<file path="src/hdl/sob_pkg.sv">
// ----------------------------------------------------------------------------
// Sobel edge magnitude package
// Shared widths, types and constants for the RGB Sobel unit.
// ----------------------------------------------------------------------------
package sob_pkg;

    localparam int ROOT_BITS  = 8;
    localparam int SUM_W      = 21;      // gx^2 + gy^2 <= 2080800
    localparam int GRAD_W     = 12;      // |gx|, |gy| <= 1020
    localparam int MAX_HEIGHT = 2048;
    localparam int CLAMP      = 255;

    typedef logic [SUM_W-1:0]     sum_t;
    typedef logic [ROOT_BITS-1:0] root_t;

endpackage

</file>
<file path="src/hdl/sob_root_cell.sv">
// ----------------------------------------------------------------------------
// Square root cell
// Decides one result bit and hands the partial root to the next cell.
// ----------------------------------------------------------------------------
module sob_root_cell #(
    parameter int BIT = 7
) (
    input  logic          aclk,
    input  sob_pkg::sum_t  s_in,
    input  sob_pkg::root_t r_in,
    output sob_pkg::sum_t  s_out,
    output sob_pkg::root_t r_out
);

    sob_pkg::root_t          trial;
    logic [2*sob_pkg::ROOT_BITS-1:0] trial_sq;

    // try setting this bit, keep it if the square still fits
    always_comb begin
        trial    = r_in | (sob_pkg::root_t'(1) << BIT);
        trial_sq = trial * trial;
    end

    always_ff @(posedge aclk) begin
        s_out <= s_in;
        r_out <= (sob_pkg::SUM_W'(trial_sq) <= s_in) ? trial : r_in;
    end

endmodule

</file>
<file path="src/hdl/sob_root_chain.sv">
// ----------------------------------------------------------------------------
// Rounded square root chain
// Eight bit cells followed by a rounding and clamping stage.
// ----------------------------------------------------------------------------
module sob_root_chain (
    input  logic          aclk,
    input  sob_pkg::sum_t  sum_in,
    output sob_pkg::root_t root_out
);

    localparam int NB = sob_pkg::ROOT_BITS;

    sob_pkg::sum_t  s_tap [NB+1];
    sob_pkg::root_t r_tap [NB+1];
    logic [2*NB:0]  rr_plus;

    assign s_tap[0] = sum_in;
    assign r_tap[0] = '0;

    genvar k;
    generate
        for (k = 0; k < NB; k++) begin : g_cell
            sob_root_cell #(.BIT(NB-1-k)) u_cell (
                .aclk  (aclk),
                .s_in  (s_tap[k]),
                .r_in  (r_tap[k]),
                .s_out (s_tap[k+1]),
                .r_out (r_tap[k+1])
            );
        end
    endgenerate

    // round to nearest: r*r + r is the midpoint limit
    assign rr_plus = (2*NB+1)'(r_tap[NB] * r_tap[NB]) + (2*NB+1)'(r_tap[NB]);

    always_ff @(posedge aclk) begin
        if (s_tap[NB] > sob_pkg::SUM_W'(sob_pkg::CLAMP * sob_pkg::CLAMP + sob_pkg::CLAMP)) begin
            root_out <= sob_pkg::root_t'(sob_pkg::CLAMP);
        end else if (s_tap[NB] > sob_pkg::SUM_W'(rr_plus)) begin
            root_out <= r_tap[NB] + sob_pkg::root_t'(1);
        end else begin
            root_out <= r_tap[NB];
        end
    end

endmodule
</file>
<file path="config.mk">
export PLATFORM = sky130hd
export DESIGN_NAME = sob_root_chain
export DESIGN_NICKNAME = d
export VERILOG_FILES = /design/src/hdl/sob_pkg.sv /design/src/hdl/sob_root_cell.sv /design/src/hdl/sob_root_chain.sv
export SDC_FILE = /design/constraint.sdc
export NUM_CORES = 1
export LEC_CHECK = 0
export ABC_AREA = 1
export BUFFER_PORTS_ARGS = -buffer_cell sky130_fd_sc_hd__buf_2
export CELL_PAD_IN_SITES_DETAIL_PLACEMENT = 0
export CELL_PAD_IN_SITES_GLOBAL_PLACEMENT = 1
export CORE_MARGIN = 2
export CORE_UTILIZATION = 49
export DETAILED_ROUTE_END_ITERATION = 6
export GPL_ROUTABILITY_DRIVEN = 0
export HOLD_SLACK_MARGIN = 0.06
export PLACE_DENSITY = 0.8
export SYNTH_ARGS = -nofsm -noshare
export SYNTH_HDL_FRONTEND = slang
export SYNTH_SLANG_ARGS = --single-unit
</file>
<file path="constraint.sdc">
create_clock -name aclk -period 6.6 [get_ports aclk]
set_input_delay 1.98 -clock aclk [delete_from_list [all_inputs] [get_ports aclk]]
set_output_delay 1.98 -clock aclk [all_outputs]
set_load 0.02 [all_outputs]
</file>
Word-level counts from Yosys, hierarchy flattened
Cells that the tools add are included.
- memories: 0
- logic and storage cells: 46
- flip-flop bits (word level): 240
- memory bits (read-only): 0
- RAM bits: 0
- bits in latches: 0
- bits of input ports: 22
- add/sub/neg operators: 2
- shift operators: 0
- order comparisons: 10
- reduce and logical (&&, ||, !) cells: 0
- equal/unequal tests: 0
- bitwise operators: 0
- muxes and demuxes: 2
- multipliers: 8
- divide/modulo/power cells: 0
- operators with widths (kind ; count):
    16-bit by 21-bit <= comparator with 1-bit output ; 7
    8-bit by 8-bit multiplier with 16-bit output ; 8
    21-bit by 16-bit greater-than comparator with 1-bit output (second input constant) ; 1
    21-bit by 17-bit greater-than comparator with 1-bit output ; 1
    15-bit by 21-bit <= comparator with 1-bit output (first input constant) ; 1
    16-bit by 8-bit adder with 17-bit output ; 1
    8-bit 2-to-1 mux ; 2
    8-bit by 1-bit adder with 8-bit output (second input constant) ; 1

Depth between registers and ports, before layout
Gate-level depths: netlist of run 1.
- depth in word-level cells: 4
- mapped depth: 30
- gate-level depth less buffers: 29

By module
A second synthesis of run 1 with hierarchy kept.
- cell total of the unflattened synthesis: 3332
- area, all modules: 25325.5 um^2
- by module, submodules not included (module ; times used ; area an instance (um^2) ; cells each ; seq. area each (um^2)):
    sob_root_cell (g_cell[0].u_cell) ; 1 ; 2896.5 ; 382 ; 580.6
    sob_root_chain ; 1 ; 2881.5 ; 392 ; 160.2
    sob_root_cell (g_cell[5].u_cell) ; 1 ; 2865.2 ; 386 ; 580.6
    sob_root_cell (g_cell[3].u_cell) ; 1 ; 2841.5 ; 374 ; 580.6
    sob_root_cell (g_cell[7].u_cell) ; 1 ; 2796.4 ; 365 ; 580.6
    sob_root_cell (g_cell[2].u_cell) ; 1 ; 2791.4 ; 356 ; 580.6
    sob_root_cell (g_cell[4].u_cell) ; 1 ; 2780.2 ; 370 ; 580.6
    sob_root_cell (g_cell[1].u_cell) ; 1 ; 2760.1 ; 359 ; 580.6
    sob_root_cell (g_cell[6].u_cell) ; 1 ; 2712.6 ; 348 ; 580.6

Least setup slack after synthesis of run 1
No wires, ideal clock.
- path kind: register -> register
- from: reg g_cell[7].u_cell.r_out[5]
- to: reg root_out[1]
- required time: 6460 ps
- slack: 1658 ps
- library setup time: 140 ps
- clock period less this slack: 4942 ps
- cell stages (with the launch flop): 28
- arrival time: 4803 ps
- path buffers: 1
- path through: dfxtp_1 -> buf_2 -> nand2_1 -> fa_1 -> inv_1 -> fa_1 -> fa_1 -> inv_1 -> fa_1 -> inv_1 -> ha_1 -> nand2_1 -> o21ai_0 -> nand2_1 -> nand3_1 -> nand2_1 -> nand2_1 -> nand3_1 -> ha_1 -> nand2_1 -> inv_2 -> nand2_4 -> nor2_8 -> nand3_4 -> nand3_4 -> nand2_4 -> nand2_1 -> nand3_1
- longest elaborated chain between the ends: 4
- ends and longest elaborated chain (item ; RTL line ; RTL):
    start, declared ; sob_root_cell.sv:12 ; output sob_pkg::root_t r_out
    start signal, assigned ; sob_root_cell.sv:26 ; r_out <= (sob_pkg::SUM_W'(trial_sq) <= s_in) ? trial : r_in;
    8-bit by 8-bit multiplier with 16-bit output ; sob_root_chain.sv:34 ; assign rr_plus = (2*NB+1)'(r_tap[NB] * r_tap[NB]) + (2*NB+1)'(r_tap[NB]);
    16-bit by 8-bit adder with 17-bit output (*) ; sob_root_chain.sv:34 ;
    21-bit by 17-bit greater-than comparator with 1-bit output (*) ; sob_root_chain.sv:39 ; end else if (s_tap[NB] > sob_pkg::SUM_W'(rr_plus)) begin
    8-bit 2-to-1 mux (*) ; sob_root_chain.sv:39 ;
    end signal, assigned ; sob_root_chain.sv:38 ; root_out <= sob_pkg::root_t'(sob_pkg::CLAMP);
    end signal, assigned ; sob_root_chain.sv:40 ; root_out <= r_tap[NB] + sob_pkg::root_t'(1);
    end signal, assigned ; sob_root_chain.sv:42 ; root_out <= r_tap[NB];
    end, declared ; sob_root_chain.sv:8 ; output sob_pkg::root_t root_out
Every way passes the cells marked *; elsewhere a longest branch is shown, timed or not.
A chain may end at the register's enable or synchronous reset.

Final worst setup path of run 1
- from: reg g_cell[7].u_cell.r_out[6]
- to: reg root_out[3]
The elaborated chain is that of the path after synthesis.

==> reports/results.ini, run 1 <==
[worst_hold_path]
hp-class = flop to flop

[timing]
skew_ns = 0.01194
rsz0062_at_grt = false
max_freq_mhz = 182.7
finalCritPeriodShare_pct = 82.92
worst_pin_slew_ns = 0.6531
fin_ws_ns = 1.127
setup_tns_ns = 0
relSlewSlack_pct = 56.38
post-route-min-period_ns = 5.473
finalSetupViolCount = 0
hold_violations = 0
slew_violations = 0

[worst_setup_path]
critPathRequiredTime_ns = 6.96
worstSetupEndpointType = flop
critPathKind = flop to flop
cp_max_fo = 12
start_kind = flop
critPathArrivalTime_ns = 5.83

[logic_synthesis]
synth.distinct_cells = 45
seq_area_frac_synth_pct = 31.51
syn-cell-area_um2 = 13470
ys_ff_latch = 212
syn_inst = 1528
synthArstFlopShare_pct = 0
synth_ff_type = dfxtp_1
synth.avg_cell_area_um2 = 8.815
synthesis.nets = 1850
synth_edf_count = 0
ys_warn_count = 0

[detailed_routing]
ant_nets = 0
drc_errors = 0
drt_first_pass_iters = 5
dr_total_vias = 9138
wl_per_cell_um = 12.97
via_per_inst = 4.757
drtIter0Drc = 308
wl_mm = 24.91

[final_layout]
syn_to_final_growth_pct = 9.271
antenna_cells = 0
drive_gt1_share_pct = 6.013
layout.cells.most_common = inv_1
mostFrequentLayoutCells = 363 x inv_1, 231 x nand2_1, 212 x dfxtp_1, 211 x ha_1, 89 x fa_1
final_nets = 1886

[floorplanning]
die_w_um = 169.8
core_um2 = 26950
start_util_pct = 49.98
die-area_um2 = 28830
io_pins = 30
std_cell_rows = 60
die_h_um = 169.8

[power]
combPwrFrac_pct = 39.8
p_clk_share_pct = 28.7
p_int_mw = 2.812
vdd_drop_max_uv = 213.5
p_leak_nw = 7.861
p_switching_mw = 1.586
p_sw_share_pct = 36.06
power_frac_seq_pct = 31.6
powerDensity_nw_per_um2 = 298.8

[global_route]
grt_pass1_wl_mm = 43.49
antenna_found_initial = 0
grt_pass1_vias = 9282
grt_remaining_overflow = 0
globalRouteMet2Util_pct = 34.29
met3_usage_pct = 1.772
grt_max_degree = 15
track_usage_pct = 18.43
use_met1_pct = 23.50
top_usage_layer = met2

[clock_network]
path_clk_slew_ns = 0.06
tritoncts = built
cts_resized = 0
post_cts_buffers = 0
root_buffer = clkbuf_16
clkLatencyLatePin_ns = 0.51
clock-sinks = 212
numCtsBuffers = 23
htree_levels = 1
cts_hold_buf = 0
clockBufferDepth = 3

[placed_design]
io_buffers = 29
pre_cts_slack_ns = 1.149
place_hpwl_mm = 20.57

[job]
maxCapViolCount = 0

[status]
status = completed

-- through the flow --
step                std cells  total power [mW]  util [%]  hold slack, ns  area (um2)
floorplan                1528             2.804         -          0.3247       13470
global placement         1880             3.158     51.78          0.3352       13960
detailed placement       1880             3.172     51.78          0.3350       13960
CTS                      1921             4.459     54.61          0.3482       14720
global route             1921             4.797     54.61          0.3485       14720
finish                   1921             4.398     54.61          0.3481       14720
-- routing by layer --
layer,share of wire (%),wire [um],vias up
met5,0,0,-
met4,1.0,248,0
met3,2.2,560,16
met2,51,12640,79
met1,46,11460,4209
li1,-,-,4834
-- synthesized netlist by cell type, types with 12 or more instances --
cell type	n	area share (%)
inv_1	363	10
nand2_1	231	6.4
dfxtp_1	212	32
ha_1	211	20
fa_1	89	13
nor2_1	64	1.8
a21oi_1	61	2.3
nand3_1	56	2.1
xor2_1	40	2.6
xnor2_1	34	2.2
nand4_1	25	1.2
o21ai_0	25	0.93
nor3_1	23	0.85
nor4_1	12	0.56
-- sequential cells by signal, indices dropped and copies added (netlist names) --
register and flops:
g_cell.u_cell.s_out 168, g_cell.u_cell.r_out 36, root_out 8
-- final cells by class --
class	count	area (um2)
fill	2467	12230
multi-input combinational	932	7766
sequential	212	4244
inverter	366	1374
clock buffer	29	618.1
tap	341	426.7
timing repair buffer	29	145.1
clock inverter	12	143.9
-- cell families (layout without fill, tap and decap cells) --
kind of cell | Yosys count | count (layout) | synth area share (%)
multiplexers | 1 | 1 | 0.08360
AO/OA/AOI/OAI | 120 | 120 | 5.053
AND/OR/NAND/NOR | 437 | 437 | 14.88
XOR/XNOR | 74 | 74 | 4.812
flip-flops | 212 | 212 | 31.51
buffers and inverters | 384 | 436 | 10.83
adder cells (fa/ha/maj) | 300 | 300 | 32.83
-- critical path: stages, from the launching register on --
cell and delay, ns:
dfxtp_1 0.65, nand2_1 0.11, inv_1 0.14, fa_1 0.46, fa_1 0.52, fa_1 0.55, inv_1 0.06, fa_1 0.53
inv_1 0.04, ha_1 0.37, nand2_1 0.12, o21ai_0 0.24, nand2_1 0.08, nand3_1 0.13, nand2_1 0.07, nand2_1 0.05
nand3_1 0.07, ha_1 0.32, nand2_1 0.07, inv_2 0.07, nand2_4 0.06, nor2_8 0.12, nand3_4 0.09, nand3_4 0.17
nand2_4 0.10, nand2_1 0.07, nand3_1 0.07
-- final timing paths --
check                             from                   endpoint  slack, ns  cells after the start
max          g_cell[7].u_cell.r_out[6]                root_out[3]       1.13                     26
min          g_cell[0].u_cell.s_out[3]  g_cell[1].u_cell.s_out[3]       0.35                      0
max reg2reg  g_cell[7].u_cell.r_out[6]                root_out[3]       1.13                     26
min reg2reg  g_cell[0].u_cell.s_out[3]  g_cell[1].u_cell.s_out[3]       0.35                      0
-- power groups by stage --
stage | Combinational [mW] | Clock [mW] | Sequential, mW
floorplan | 1.41 | 0 | 1.39
global placement | 1.74 | 0 | 1.42
detailed placement | 1.76 | 0 | 1.42
CTS | 1.78 | 1.29 | 1.39
global route | 2.06 | 1.34 | 1.40
finish | 1.75 | 1.26 | 1.39
Note: power is estimated with default switching activity, not from simulation.
==> run 2, diff against run 1 <==
Clock period 6.6 ns to 5.55 ns, I/O delays scaled along.
==> run 2 against run 1 <==
Sequential cell count unchanged; die area unchanged; clock skew is 0.0018 ns lower; first-iteration DRC count rose by 4.2%; worst setup slack worse by 0.77 ns; worst hold slack got worse by 0.0052 ns; sequential power up 18%; clock-buffer cell count stayed put; wire length increased by 1.5%; largest power group unchanged; highest routed layer unchanged.
==> reports/results.ini, run 2 (synthesis results as in run 1) <==
[power]
p_sw_share_pct = 36.84  ; +0.77 points
powerDensity_nw_per_um2 = 355.0  ; +19%
vdd_drop_max_uv = 298.7  ; +40%
p_switching_mw = 1.945  ; +23%
power.total_mw = 5.281  ; +20%
p_int_mw = 3.336  ; +19%
p_clk_share_pct = 28.5  ; -0.2 points
combPwrFrac_pct = 40.4  ; +0.6 points
power_frac_seq_pct = 31.1  ; -0.5 points
p_leak_nw = 7.930  ; +0.88%

[worst_setup_path]
reg2reg_slack_ns = 0.35  ; -0.77 ns
crit_slowest_cell = fa_1
start_kind = flop
cp_slowest_stage_delay_ns = 0.53  ; -0.12 ns
worstSetupEndpointType = flop
cp_max_fo = 10  ; -2
r2r-end = root_out[7]
critPathRequiredTime_ns = 5.93  ; -1.03 ns
reg2reg_from = g_cell[7].u_cell.r_out[6]
r2r_cells = 25  ; -3.8%
critPathKind = flop to flop
crit_start = g_cell[7].u_cell.r_out[6]
timing.critical_path.buf_inv = 5  ; +1
cp_top_family = adder cells
critPathArrivalTime_ns = 5.58  ; -0.25 ns
crit_end = root_out[7]
worstSetupPathDepth = 25  ; -3.8%

[final_layout]
fill_cells = 2441  ; -1.1%
mostFrequentLayoutCells = 363 x inv_1, 231 x nand2_1, 211 x ha_1, 207 x dfxtp_1, 89 x fa_1
drive_gt1_share_pct = 7.447  ; +1.4 points
final_nets = 1905  ; +1.0%
regMostFlops = g_cell.u_cell.s_out
syn_to_final_growth_pct = 10.43
layout.cells.most_common = inv_1
largest_register_ffs = 168  ; unchanged
biggestRegsByFlops = g_cell.u_cell.s_out x168, g_cell.u_cell.r_out x36, root_out x8
antenna_cells = 0  ; unchanged

[timing]
finalCritPeriodShare_pct = 93.62  ; +11 points
hold_slack_ns = 0.3429  ; -0.005187 ns
relSlewSlack_pct = 55.01  ; -1.4 points
max_freq_mhz = 192.5  ; +5.3%
worst_pin_slew_ns = 0.6736  ; +0.02050 ns
post-route-min-period_ns = 5.196  ; -0.2771 ns
skew_ns = 0.01013  ; -0.001809 ns
finalSetupViolCount = 0  ; unchanged
slew_violations = 0  ; unchanged
rsz0062_at_grt = false
setup_tns_ns = 0  ; unchanged
hold_violations = 0  ; unchanged

[clock_network]
clkLatencyLatePin_ns = 0.53  ; +0.02 ns
clock-sinks = 212  ; unchanged
numCtsBuffers = 22  ; -4.3%
root_buffer = clkbuf_16
cts_resized = 0  ; unchanged
clockBufferDepth = 3  ; unchanged
path_clk_slew_ns = 0.07  ; about the same
tritoncts = built
post_cts_buffers = 0  ; unchanged
cts_hold_buf = 0  ; unchanged
htree_levels = 1  ; unchanged

[global_route]
grt_pass1_vias = 9522  ; +2.6%
antenna_found_initial = 0  ; unchanged
grt_max_degree = 16  ; +1
track_usage_pct = 18.76  ; +0.33 points
grt_pass1_wl_mm = 43.99  ; +1.2%
grt_remaining_overflow = 0  ; unchanged

[floorplanning]
std_cell_rows = 60  ; unchanged
die_w_um = 169.8  ; unchanged
core_um2 = 26950  ; unchanged
io_pins = 30  ; unchanged
start_util_pct = 49.98  ; unchanged
die_h_um = 169.8  ; unchanged
die-area_um2 = 28830  ; unchanged

[detailed_routing]
ant_nets = 0  ; unchanged
wl_mm = 25.28  ; +1.5%
wl_per_cell_um = 13.04  ; +0.52%
drc_errors = 0  ; unchanged
via_per_inst = 4.778  ; +0.45%
dr_total_vias = 9265  ; +1.4%
drtIter0Drc = 321  ; +4.2%
drt_first_pass_iters = 5  ; unchanged

[placed_design]
place_hpwl_mm = 21.35  ; +3.8%
io_buffers = 29  ; unchanged

[status]
status = completed

[worst_hold_path]
hp-class = flop to flop

[job]
maxCapViolCount = 0  ; unchanged

[run 2: layout make-up]
| class | instances | area [um2] | area share [%] |
|---|---|---|---|
| clock inverter | 10 | 148.9 | 1.001 |
| tap | 341 | 426.7 | 2.868 |
| inverter | 366 | 1374 | 9.236 |
| sequential | 212 | 4253 | 28.59 |
| multi-input combinational | 932 | 7770 | 52.24 |
| clock buffer | 29 | 606.8 | 4.080 |
| timing repair buffer | 49 | 295.3 | 1.985 |
[run 2: worst min path at each step]
stage	start	to	depth (start not counted)	slack [ns]
6_report	g_cell[5].u_cell.s_out[16]	g_cell[6].u_cell.s_out[16]	0	0.34
5_1_grt	g_cell[6].u_cell.s_out[12]	g_cell[7].u_cell.s_out[12]	0	0.35
4_1_cts	g_cell[1].u_cell.s_out[1]	g_cell[2].u_cell.s_out[1]	0	0.35
3_5_place_dp	g_cell[5].u_cell.s_out[6]	g_cell[6].u_cell.s_out[6]	0	0.34
3_3_place_gp	g_cell[5].u_cell.s_out[0]	g_cell[6].u_cell.s_out[0]	0	0.33
2_1_floorplan	g_cell[2].u_cell.s_out[9]	g_cell[3].u_cell.s_out[9]	0	0.32
[run 2: through the flow]
step                      cells  setup slack, ns  cell area [um2]  util (%)
after floorplan            1528           0.6076            13470         -
after global placement     1900           0.3430            14110     52.34
after detailed placement   1900           0.2630            14110     52.34
after CTS                  1939           0.2286            14860     55.14
after global routing       1939          0.02193            14870     55.19
final                      1939           0.3542            14870     55.19
[run 2: power by group through the flow]
stage | clock network, mW | registers (mW) | logic (mW)
after floorplan | 0 | 1.66 | 1.68
after global placement | 0 | 1.68 | 2.11
after detailed placement | 0 | 1.68 | 2.14
after CTS | 1.53 | 1.64 | 2.16
after global routing | 1.61 | 1.65 | 2.51
final | 1.51 | 1.64 | 2.14
[run 2: routing by layer]
metal  vias to the layer above  global-route usage [%]  wire, um
li1                       4857                       -         -
met4                         0                   4.868       664
met5                         -                       0         0
met3                        46                   2.379       751
met1                      4256                   22.98     11050
met2                       106                   34.69     12810
